==> config.mk <==
export PLATFORM = sky130hd
export DESIGN_NAME = bitmap_page_allocator_unit
export DESIGN_NICKNAME = d
export VERILOG_FILES = /design/src/rtl/bpa_pkg.sv /design/src/rtl/bpa_ram.sv /design/src/rtl/bpa_ctrl.sv /design/src/rtl/bitmap_page_allocator_unit.sv
export SDC_FILE = /design/constraint.sdc
export NUM_CORES = 2
export LEC_CHECK = 0
export ABC_AREA = 1
export BUFFER_PORTS_ARGS = -buffer_cell sky130_fd_sc_hd__buf_4
export CAP_MARGIN = 20
export CORE_MARGIN = 2
export CORE_UTILIZATION = 60
export DETAILED_ROUTE_END_ITERATION = 10
export PLACE_DENSITY = 0.77
export SYNTH_ARGS = -nofsm -noshare
export SYNTH_HDL_FRONTEND = slang
export SYNTH_SLANG_ARGS = --single-unit
==> constraint.sdc <==
create_clock -name clk_i -period 7.05 [get_ports clk_i]
set_clock_uncertainty 0.1 [all_clocks]
set_input_delay 1.0575 -clock clk_i [delete_from_list [all_inputs] [get_ports clk_i]]
set_output_delay 1.0575 -clock clk_i [all_outputs]
set_load 0.005 [all_outputs]
==> src/rtl/bpa_pkg.sv <==
// Package for the bitmap page allocator: sizes, codes, the RAM request struct
// and the free-bit search helpers.
// No dependencies; every other file of the block but bpa_ram imports it.
package bpa_pkg;

  // Heap geometry. PAGE_BYTES must be a power of two.
  localparam int unsigned PAGE_COUNT  = 1024;
  localparam int unsigned PAGE_BYTES  = 4096;
  localparam int unsigned PAGE_SHIFT  = $clog2(PAGE_BYTES);
  localparam int unsigned ADDR_W      = 32;
  localparam int unsigned STATUS_W    = 2;

  // The used map is stored as words of WORD_BITS pages each.
  localparam int unsigned WORD_BITS   = 32;
  localparam int unsigned BIT_W       = $clog2(WORD_BITS);
  localparam int unsigned WORD_COUNT  = (PAGE_COUNT + WORD_BITS - 1) / WORD_BITS;
  localparam int unsigned WORD_IDX_W  = (WORD_COUNT > 1) ? $clog2(WORD_COUNT) : 1;
  localparam int unsigned PIDX_W      = WORD_IDX_W + BIT_W;

  typedef enum logic [STATUS_W-1:0] {
    STATUS_OK    = 2'd0,
    STATUS_FULL  = 2'd1,
    STATUS_RANGE = 2'd2
  } status_e;

  typedef enum logic {
    OP_ALLOC = 1'b0,
    OP_FREE  = 1'b1
  } op_e;

  typedef enum logic {
    ST_IDLE,
    ST_MODIFY
  } state_e;

  typedef logic [WORD_BITS-1:0] word_t;

  // One read port and one write port of the map RAM.
  typedef struct packed {
    logic                  re;
    logic [WORD_IDX_W-1:0] raddr;
    logic                  we;
    logic [WORD_IDX_W-1:0] waddr;
    word_t                 wdata;
  } ram_req_t;

  // Bits of a word that lie beyond the last page; they always count as used.
  function automatic word_t pad_mask(input logic [WORD_IDX_W-1:0] w);
    word_t m;
    m = '0;
    for (int unsigned b = 0; b < WORD_BITS; b++) begin
      m[b] = ((int'(w) * WORD_BITS + b) >= PAGE_COUNT);
    end
    return m;
  endfunction

  // Lowest clear bit of a map word.
  function automatic logic [BIT_W-1:0] first_zero_bit(input word_t v);
    logic [BIT_W-1:0] idx;
    idx = '0;
    for (int i = WORD_BITS - 1; i >= 0; i--) begin
      if (!v[i]) idx = BIT_W'(i);
    end
    return idx;
  endfunction

  // Lowest word whose summary bit says it still has a free page.
  function automatic logic [WORD_IDX_W-1:0] first_zero_word(
    input logic [WORD_COUNT-1:0] v
  );
    logic [WORD_IDX_W-1:0] idx;
    idx = '0;
    for (int i = WORD_COUNT - 1; i >= 0; i--) begin
      if (!v[i]) idx = WORD_IDX_W'(i);
    end
    return idx;
  endfunction

endpackage

==> src/rtl/bpa_ram.sv <==
// Generic simple dual-port RAM with one write port and a registered read port.
// No dependencies.
module bpa_ram #(
  parameter int unsigned WIDTH = 32,
  parameter int unsigned DEPTH = 32,
  parameter int unsigned AW    = (DEPTH > 1) ? $clog2(DEPTH) : 1
) (
  input  logic             clk_i,
  input  logic             we_i,
  input  logic [AW-1:0]    waddr_i,
  input  logic [WIDTH-1:0] wdata_i,
  input  logic             re_i,
  input  logic [AW-1:0]    raddr_i,
  output logic [WIDTH-1:0] rdata_o
);

  logic [WIDTH-1:0] mem_q [DEPTH];
  logic [WIDTH-1:0] rdata_q;

  // Write and read; the read data is registered.
  always_ff @(posedge clk_i) begin
    if (we_i) begin
      mem_q[waddr_i] <= wdata_i;
    end
    if (re_i) begin
      rdata_q <= mem_q[raddr_i];
    end
  end

  assign rdata_o = rdata_q;

endmodule

==> src/rtl/bpa_ctrl.sv <==
// Allocator control: request decode, summary search, read-modify-write of the
// used map and the result register. Depends on bpa_pkg; drives one bpa_ram.
module bpa_ctrl (
  input  logic                          clk_i,
  input  logic                          rst_ni,
  input  logic                          start_i,
  input  logic                          operation_i,
  input  logic [bpa_pkg::ADDR_W-1:0]    page_address_i,
  input  logic [bpa_pkg::ADDR_W-1:0]    heap_base_i,
  output logic                          busy_o,
  output logic                          result_valid_o,
  output logic [bpa_pkg::ADDR_W-1:0]    granted_address_o,
  output logic [bpa_pkg::STATUS_W-1:0]  status_o,
  output bpa_pkg::ram_req_t             ram_req_o,
  input  bpa_pkg::word_t                ram_rdata_i
);
  import bpa_pkg::*;

  state_e                  state_q, state_d;
  op_e                     op_q, op_d;
  logic [WORD_IDX_W-1:0]   word_q, word_d;
  logic [BIT_W-1:0]        bit_q, bit_d;
  logic                    rd_valid_q, rd_valid_d;
  logic [WORD_COUNT-1:0]   summary_q, summary_d;
  logic [WORD_COUNT-1:0]   wvalid_q, wvalid_d;
  logic                    res_valid_q, res_valid_d;
  logic [ADDR_W-1:0]       res_addr_q, res_addr_d;
  status_e                 res_status_q, res_status_d;

  logic [ADDR_W-1:0]       offset;
  logic [ADDR_W-1:0]       off_page;
  logic                    in_range;
  logic [PIDX_W-1:0]       free_pidx;
  logic [WORD_IDX_W-1:0]   alloc_word;
  logic                    map_full;
  word_t                   cur_word;
  word_t                   pad;
  word_t                   new_word;
  logic [BIT_W-1:0]        alloc_bit;

  // Page index of a free request, checked against both ends of the heap.
  assign offset     = page_address_i - heap_base_i;
  assign off_page   = offset >> PAGE_SHIFT;
  assign in_range   = (page_address_i >= heap_base_i) && (off_page < ADDR_W'(PAGE_COUNT));
  assign free_pidx  = off_page[PIDX_W-1:0];

  // Summary search: one bit per map word, set when the word has no free page.
  assign alloc_word = first_zero_word(summary_q);
  assign map_full   = &summary_q;

  // Word read back from the RAM; a word never written reads as all free.
  assign cur_word   = rd_valid_q ? ram_rdata_i : '0;
  assign pad        = pad_mask(word_q);
  assign alloc_bit  = first_zero_bit(cur_word | pad);

  // Next state, RAM accesses and result.
  always_comb begin
    state_d      = state_q;
    op_d         = op_q;
    word_d       = word_q;
    bit_d        = bit_q;
    rd_valid_d   = rd_valid_q;
    summary_d    = summary_q;
    wvalid_d     = wvalid_q;
    res_valid_d  = 1'b0;
    res_addr_d   = res_addr_q;
    res_status_d = res_status_q;
    ram_req_o    = '0;
    new_word     = cur_word;

    case (state_q)
      ST_IDLE: begin
        if (start_i) begin
          op_d = op_e'(operation_i);
          if (op_e'(operation_i) == OP_ALLOC) begin
            if (map_full) begin
              res_valid_d  = 1'b1;
              res_addr_d   = '0;
              res_status_d = STATUS_FULL;
            end else begin
              ram_req_o.re    = 1'b1;
              ram_req_o.raddr = alloc_word;
              word_d          = alloc_word;
              rd_valid_d      = wvalid_q[alloc_word];
              state_d         = ST_MODIFY;
            end
          end else begin
            if (!in_range) begin
              res_valid_d  = 1'b1;
              res_addr_d   = '0;
              res_status_d = STATUS_RANGE;
            end else begin
              ram_req_o.re    = 1'b1;
              ram_req_o.raddr = free_pidx[PIDX_W-1:BIT_W];
              word_d          = free_pidx[PIDX_W-1:BIT_W];
              bit_d           = free_pidx[BIT_W-1:0];
              rd_valid_d      = wvalid_q[free_pidx[PIDX_W-1:BIT_W]];
              state_d         = ST_MODIFY;
            end
          end
        end
      end

      ST_MODIFY: begin
        if (op_q == OP_ALLOC) begin
          new_word           = cur_word | (word_t'(1) << alloc_bit);
          summary_d[word_q]  = &(new_word | pad);
          res_addr_d         = heap_base_i + (ADDR_W'({word_q, alloc_bit}) << PAGE_SHIFT);
        end else begin
          new_word           = cur_word & ~(word_t'(1) << bit_q);
          summary_d[word_q]  = 1'b0;
          res_addr_d         = '0;
        end
        ram_req_o.we     = 1'b1;
        ram_req_o.waddr  = word_q;
        ram_req_o.wdata  = new_word;
        wvalid_d[word_q] = 1'b1;
        res_valid_d      = 1'b1;
        res_status_d     = STATUS_OK;
        state_d          = ST_IDLE;
      end

      default: begin
        state_d = ST_IDLE;
      end
    endcase
  end

  // Control state.
  always_ff @(posedge clk_i or negedge rst_ni) begin
    if (!rst_ni) begin
      state_q     <= ST_IDLE;
      rd_valid_q  <= 1'b0;
      summary_q   <= '0;
      wvalid_q    <= '0;
      res_valid_q <= 1'b0;
    end else begin
      state_q     <= state_d;
      rd_valid_q  <= rd_valid_d;
      summary_q   <= summary_d;
      wvalid_q    <= wvalid_d;
      res_valid_q <= res_valid_d;
    end
  end

  // Payload registers.
  always_ff @(posedge clk_i) begin
    op_q         <= op_d;
    word_q       <= word_d;
    bit_q        <= bit_d;
    res_addr_q   <= res_addr_d;
    res_status_q <= res_status_d;
  end

  assign busy_o            = (state_q != ST_IDLE);
  assign result_valid_o    = res_valid_q;
  assign granted_address_o = res_addr_q;
  assign status_o          = res_status_q;

endmodule

==> src/rtl/bitmap_page_allocator_unit.sv <==
// Top level of the bitmap page allocator: heap base register, control and
// the used-map RAM. Depends on bpa_pkg, bpa_ctrl and bpa_ram.
//
//   Channel   Direction  Handshake                   Payload
//   request   in         start, busy                 operation_i, page_address_i
//   result    out        result_valid_o (strobe)     granted_address_o, status_o
//   config    in         cfg_valid_i, cfg_ready_o    cfg_data_i (heap base)
//
// A request is taken when start is high and busy is low. Allocate and in-range
// free requests read one map word from the RAM, then modify it and write it
// back. Full-heap and out-of-range requests answer without a RAM access.
// The result strobe is high for one cycle; the receiver cannot stall it.
// Reset clears the word valid bits and the summary, so the map reads as all
// free right away with no clearing pass.
module bitmap_page_allocator_unit (
  input  logic                          clk_i,
  input  logic                          rst_ni,
  input  logic                          start,
  output logic                          busy,
  input  logic                          operation_i,
  input  logic [bpa_pkg::ADDR_W-1:0]    page_address_i,
  output logic                          result_valid_o,
  output logic [bpa_pkg::ADDR_W-1:0]    granted_address_o,
  output logic [bpa_pkg::STATUS_W-1:0]  status_o,
  input  logic                          cfg_valid_i,
  output logic                          cfg_ready_o,
  input  logic [bpa_pkg::ADDR_W-1:0]    cfg_data_i
);
  import bpa_pkg::*;

  logic [ADDR_W-1:0] heap_base_q;
  ram_req_t          ram_req;
  word_t             ram_rdata;

  // Heap base register; a configuration transfer is always accepted.
  assign cfg_ready_o = 1'b1;

  always_ff @(posedge clk_i or negedge rst_ni) begin
    if (!rst_ni) begin
      heap_base_q <= '0;
    end else if (cfg_valid_i && cfg_ready_o) begin
      heap_base_q <= cfg_data_i;
    end
  end

  // Request sequencing and map update.
  bpa_ctrl u_ctrl (
    .clk_i             (clk_i),
    .rst_ni            (rst_ni),
    .start_i           (start),
    .operation_i       (operation_i),
    .page_address_i    (page_address_i),
    .heap_base_i       (heap_base_q),
    .busy_o            (busy),
    .result_valid_o    (result_valid_o),
    .granted_address_o (granted_address_o),
    .status_o          (status_o),
    .ram_req_o         (ram_req),
    .ram_rdata_i       (ram_rdata)
  );

  // Used map, one word of pages per entry.
  bpa_ram #(
    .WIDTH (WORD_BITS),
    .DEPTH (WORD_COUNT)
  ) u_map_ram (
    .clk_i   (clk_i),
    .we_i    (ram_req.we),
    .waddr_i (ram_req.waddr),
    .wdata_i (ram_req.wdata),
    .re_i    (ram_req.re),
    .raddr_i (ram_req.raddr),
    .rdata_o (ram_rdata)
  );

endmodule

* After elaboration in Yosys (flattened, before gate mapping)
Memories as Yosys holds them, arrays and structs flattened. A register that Yosys moved wholly into a read port is not among the register bits. Cells that the tools add are included. Widths: inputs -> output; s select.
Word-level totals: register bits after elaboration 144, ROM bits 0, memories 1, RAM bits 1024, latch bits 0, bits of input ports 69, logic and storage cells 216, output and inout port bits 37
Cells by class: div/mod/pow operators 0, add/sub/neg operators 33, bitwise operators 9, magnitude comparators 38, multiplexer cells 109, shift operators 2, multipliers 0, reduce and logical (&&, ||, !) cells 8, eq/ne operators 5
Memories:
- u_map_ram.mem_q | depth 32, width 32, rd ports 1, clocked after memory_dff 1, write ports 1, RTL line bpa_ram.sv:17 | logic [WIDTH-1:0] mem_q [DEPTH];
Operators with widths (count):
- $ge 32x11->1 const B | 31
- $mux 5 | 67
- $mux 32 | 8
- $add 10x5->11 const B | 16
- $or 32x32->32 | 4
- $add 10x4->11 const B | 8
- $and 32x32->32 | 2
- $not 32->32 | 2
- $pmux 32 s2 | 1
- $reduce_and 32->1 | 2
- $shl 1x5->32 const A | 2
- $add 10x3->11 const B | 4
- $mux 38 | 1
- $add 32x22->32 | 1
- $bwmux 32 | 1
- $ge 32x32->1 | 1
- $sub 32x32->32 | 1
- $mux 6 | 5
- $add 10x2->11 const B | 2
- $lt 20x11->1 const B | 1
- $lt 5x6->1 const B | 3
- $mux 1 | 16
- $add 10x1->11 const B | 1
- $ge 10x11->1 const B | 1
- other kinds (15) | 23

* Logic depth before layout (Yosys ltp)
depth after elaboration 41, mapped depth 51, mapped depth without buffers 51

* By module
From an unflattened synthesis, not the netlist that was laid out.
Second synthesis, totals: cells, all modules 5016, area total of the unflattened synthesis 53268.6 sq um
Modules (own cells, without submodules):
- bpa_ram | cells an instance 3536, area an instance 42726.0 sq um, times used 1, seq. area each 31710.4 sq um
- bpa_ctrl | cells an instance 1342, area an instance 9238.9 sq um, times used 1, seq. area each 3027.9 sq um
- bitmap_page_allocator_unit | cells an instance 138, area an instance 1303.8 sq um, times used 1, seq. area each 800.8 sq um

* Worst setup path before layout
Ideal clock, no wire load.
path kind input to register, from input port page_address_i[13] in the netlist's numbering, to register u_ctrl.res_addr_q[0] (netlist: u_ctrl.granted_address_o[0]) (enable), setup slack 1.111 ns, buffers on the path 0, library setup time 0.472 ns, cell stages on the path 18, arrival 5.367 ns, required time 6.478 ns, cells stage by stage ha_1 -> nand2_1 -> nor2_2 -> inv_1 -> nor3_1 -> nand2_1 -> nand2_2 -> a21oi_4 -> o21ai_2 -> a21oi_2 -> or2_2 -> nand3_1 -> nor2_1 -> nand4_1 -> nor2_2 -> inv_1 -> nor2_1 -> o21ai_0
Between the ends: cells in the longest elaborated chain, start to end 5, elaborated cells between the ends (all ways) 6, those cells by class 1 x add/sub; 2 x order compare; 1 x eq/ne; 2 x reduce/logical
Ends and longest elaborated chain:
- from (decl) | RTL line bitmap_page_allocator_unit.sv:21 | input logic [bpa_pkg::ADDR_W-1:0] page_address_i,
- $sub 32x32->32 | RTL line bpa_ctrl.sv:42 | assign offset = page_address_i - heap_base_i;
- $lt 20x11->1 | RTL line bpa_ctrl.sv:44 | assign in_range = (page_address_i >= heap_base_i) && (off_page < ADDR_W'(PAGE_COUNT));
- $logic_and 1x1->1 (*) | RTL line bpa_ctrl.sv:44
- $ne 3x3->1 (no line) (*)
- $reduce_and 3->1 (no line) (*)
- to (signal assigned) | RTL line bpa_ctrl.sv:151 | res_addr_q <= res_addr_d;
- to (decl) | RTL line bpa_ctrl.sv:27 | logic [ADDR_W-1:0] res_addr_q, res_addr_d;
Every way passes the cells marked *; elsewhere a longest branch is shown, timed or not. A chain may end at the register's enable or synchronous reset.

* Final worst setup path
from register u_ctrl.rd_valid_q, to register u_ctrl.res_addr_q[29] (netlist: u_ctrl.granted_address_o[29]), data pin
Between the ends: cells in the longest elaborated chain, start to end 37
Ends and longest elaborated chain:
- from (decl) | RTL line bpa_ctrl.sv:23 | logic rd_valid_q, rd_valid_d;
- from (signal assigned) | RTL line bpa_ctrl.sv:139 | rd_valid_q <= rd_valid_d;
- $mux 32 (*) | RTL line bpa_ctrl.sv:52 | assign cur_word = rd_valid_q ? ram_rdata_i : '0;
- $or 32x32->32 (*) | RTL line bpa_ctrl.sv:54 | assign alloc_bit = first_zero_bit(cur_word | pad);
- $mux 5 (31 in a row) | RTL line bpa_pkg.sv:62 | if (!v[i]) idx = BIT_W'(i);
- $mux 5 (*) | RTL line bpa_pkg.sv:62
- $add 32x22->32 (*) | RTL line bpa_ctrl.sv:108 | res_addr_d = heap_base_i + (ADDR_W'({word_q, alloc_bit}) << PAGE_SHIFT);
- $mux 32 (*) | RTL line bpa_ctrl.sv:105 | if (op_q == OP_ALLOC) begin
- $pmux 32 s2 (*) | RTL line bpa_ctrl.sv:71 | case (state_q)
Marked as above.

==> summary.md <==
| Metric | Value |
|---|---|
| CTS tree | yes |
| Area growth from synthesis to layout | 11.0% |
| Final period util | 0.862 |
| Layout Nets | 5563 |
| Root Buffer | clkbuf_16 |
| Initial drt markers | 5577 |
| Seq/Total Area, Yosys | 0.646 |
| Vias in the first global route | 38700 |
| Commonest non-fill, non-tap cell in the layout | nand2_1 |
| CTS HTree Levels | 3 |
| Die Height | 307 um |
| CTS sink count | 1200 |
| Via density | 5.99 |
| CP delay by family, top | compound AO/OA/AOI/OAI gates |
| Slew headroom | 0.247 |
| Postcts setup bufs | 0 |
| Run status | completed |
| Period minus WS final | 6.07 ns |
| Final setup fails | 0 |
| Max-slew violation count | 0 |
| Clk pin slew, worst setup/hold paths | 0.06 ns |
| Syn nets | roughly 5500 |
| Mapped Area | around 55000 um2 |
| HP Class | in -> async |
| GRT Util Overall | 0.330 |
| GR Overflow Total | 0 |
| Crit-path most repeated cell | nand2_1 |
| Slowest stage delay, CP | 0.82 ns |
| Cts hold-fix bufs | 0 |
| HPWL Detailed | 85200 um |
| Post-synth top flop | edfxtp_1 |
| P_int | 11.6 mW |
| Max_cap viols | 0 |
| Unrepaired setup endpoints after global routing | false |
| RD Place Congestion | 1.01 |
| Vias | about 40000 |
| WL/cell | between 20 and 25 um |
| First-pass GRT wire length | ~230000 um |
| Fin util | 0.670 |
| Core area | a little over 90000 um2 |
| PostCTS Resize Cnt | 0 |
| Synthesized area per cell | between 10 and 15 um2 |
| Pwr dens | between 200 and 250 nW/um2 |
| Antenna violations before repair | 0 |
| Synth Register Bits | 1200 |
| Crit. End Element | flop |
| TNS Setup | 0 ns |
| FFs w/ async S/R, synth | 0.0825 |
| Most frequent cells in the layout | nand2_1, edfxtp_1, inv_1 |
| Startpoint Class | flop |
| Clock Latency Late Sink | 0.73 ns |
| Largest net degree at the start of global routing | 153 |
| Critical path peak fanout | 19 |
| Leak pwr | 24.9 nW |
| Drt first pass iters | 6 |
| Combinational power share | 0.068 |
| Number of I/O pins | 106 |
| Clock power share | 0.405 |
| Max Fclk | 165 MHz |
| YS warnings | 0 |
| # port buffers | 104 |
| Worst slew pin tran | 1.12 ns |
| DRC Markers | 0 |
| Row count | 111 |
| Worst vdd ir | 0.199 mV |
| TritonCTS buffer count | 117 |
| Cells after synthesis | roughly 5400 |
| Hold Fails Final Rpt | 0 |
| WS Path Type | reg -> reg |
| Routed wire length | 156000 um |
| Reg power frac | 0.527 |
| Die area | 94200 um2 |
| Switching Share | 0.230 |
| Initial Util | 0.603 |
| Routed Antenna Nets | 0 |
| Buf/Inv on CP | 4 |
| Share of post-route cells with drive strength above 1 | 0.0900 |
| Netlist cell types | 59 |
| Post-synth EDFFs | between 1000 and 1500 |
| Critical Path Slowest Stage Cell | dfrtp_1 |
| Die width | roughly 310 um |
| Switching pwr | 3.45 mW |
| N_diodes | 0 |
| Bufs on Longest Clock Path | 3 |
| Worst Path Arrival | 6.43 ns |
| CP Data Required Time | 7.41 ns |
[synthesized netlist by cell type, drive strengths merged, types with 3 or more instances]
| library cell | number | area, um2 |
|---|---|---|
| nand3b | 97 | 728 |
| or2 | 4 | 25.0 |
| nand3 | 751 | 3760 |
| nand4 | 44 | 282 |
| o311ai | 3 | 26.3 |
| nor3b | 3 | 27.5 |
| inv | 771 | 2890 |
| a21o | 4 | 30.0 |
| o211ai | 194 | 1490 |
| clkbuf | 84 | 319 |
| nand2 | 1509 | 5670 |
| a31oi | 14 | 87.6 |
| xnor2 | 5 | 43.8 |
| o21a | 5 | 37.5 |
| a21boi | 8 | 63.8 |
| dfrtp | 99 | 2480 |
| nor4 | 6 | 37.5 |
| nor3 | 17 | 85.1 |
| xor2 | 12 | 105 |
| nor2 | 169 | 639 |
| buf | 192 | 1320 |
| o21ai | 96 | 484 |
| a21oi | 126 | 649 |
| o31ai | 3 | 22.5 |
| ha | 42 | 526 |
| edfxtp | 1101 | 33100 |
[final timing paths]
path / slack, ns / to / cells past startpoint / start
setup / recovery: 0.98 / u_ctrl.granted_address_o[29]$_SDFFCE_PP0P_ / 34 / u_ctrl.rd_valid_q$_DFFE_PN0P_
hold / removal: 0.20 / heap_base_q[20]$_DFFE_PN0P_ / 1 / rst_ni
setup reg to reg: 0.98 / u_ctrl.granted_address_o[29]$_SDFFCE_PP0P_ / 34 / u_ctrl.rd_valid_q$_DFFE_PN0P_
hold reg to reg: 0.37 / u_ctrl.wvalid_q[17]$_DFFE_PN0P_ / 2 / u_ctrl.wvalid_q[17]$_DFFE_PN0P_
max in group asynchronous: 5.29 / u_ctrl.wvalid_q[10]$_DFFE_PN0P_ / 2 / rst_ni
min in group clk_i: 0.37 / u_ctrl.wvalid_q[17]$_DFFE_PN0P_ / 2 / u_ctrl.wvalid_q[17]$_DFFE_PN0P_
[registers in the layout, summed over array words and instances, names as in the netlist]
signal / cells
u_ctrl.busy_o: 1
u_ctrl.result_valid_o: 1
u_map_ram.rdata_o: 32
u_ctrl.bit_q: 5
u_ctrl.summary_q: 32
u_ctrl.op_q: 1
u_map_ram.mem_q: 1024
heap_base_q: 32
u_ctrl.word_q: 5
u_ctrl.wvalid_q: 32
u_ctrl.rd_valid_q: 1
u_ctrl.granted_address_o: 32
u_ctrl.status_o: 2
[metrics by stage]
stage	power (mW)	worst slack [ns]	area, um2	instances	hold WS, ns
after floorplan	8.69	1.11	55000	5377	0.335
after global placement	9.05	1.14	57200	6502	0.347
after detailed placement	9.07	1.12	57300	6512	0.353
after CTS	15.0	1.19	61000	6734	0.193
after global routing	15.4	0.484	61100	6740	0.223
final	15.0	0.976	61100	6740	0.198
[cell families after synthesis]
family | share of synthesized area
AND/OR/NAND/NOR | 0.205
XOR/XNOR | 0.00270
AO/OA/AOI/OAI | 0.0541
buffers and inverters | 0.0826
other | 0.0000681
flip-flops | 0.646
multiplexers | 0.000205
adder cells (fa/ha/maj) | 0.00991
[power groups by stage]
stage / sequential, mW / combinational, mW / clock [mW]
final: 7.93 / 1.02 / 6.08
after global routing: 7.93 / 1.12 / 6.38
after CTS: 7.93 / 0.999 / 6.12
after detailed placement: 8.07 / 0.991 / 0
after global placement: 8.07 / 0.975 / 0
after floorplan: 8.05 / 0.633 / 0
[final cells by class]
type / count / area (um2)
sequential: 1200 / 35500
fill: 6564 / 30100
multi-input combinational: 3129 / 15400
clock buffer: 157 / 3150
inverter: 771 / 2910
timing repair buffer: 232 / 2040
tap: 1186 / 1480
clock inverter: 65 / 563
[routing by layer]
layer  wire, um  vias up  part of all wire  track usage
li1           -    18300                 -            -
met1      57800    19200              0.37        0.440
met2      72200     2478              0.46        0.528
met3      17900      484              0.12       0.0582
met4       7970        0             0.051        0.165
met5          0        -                 0     0.000517
(Power assumes the default switching activity.)
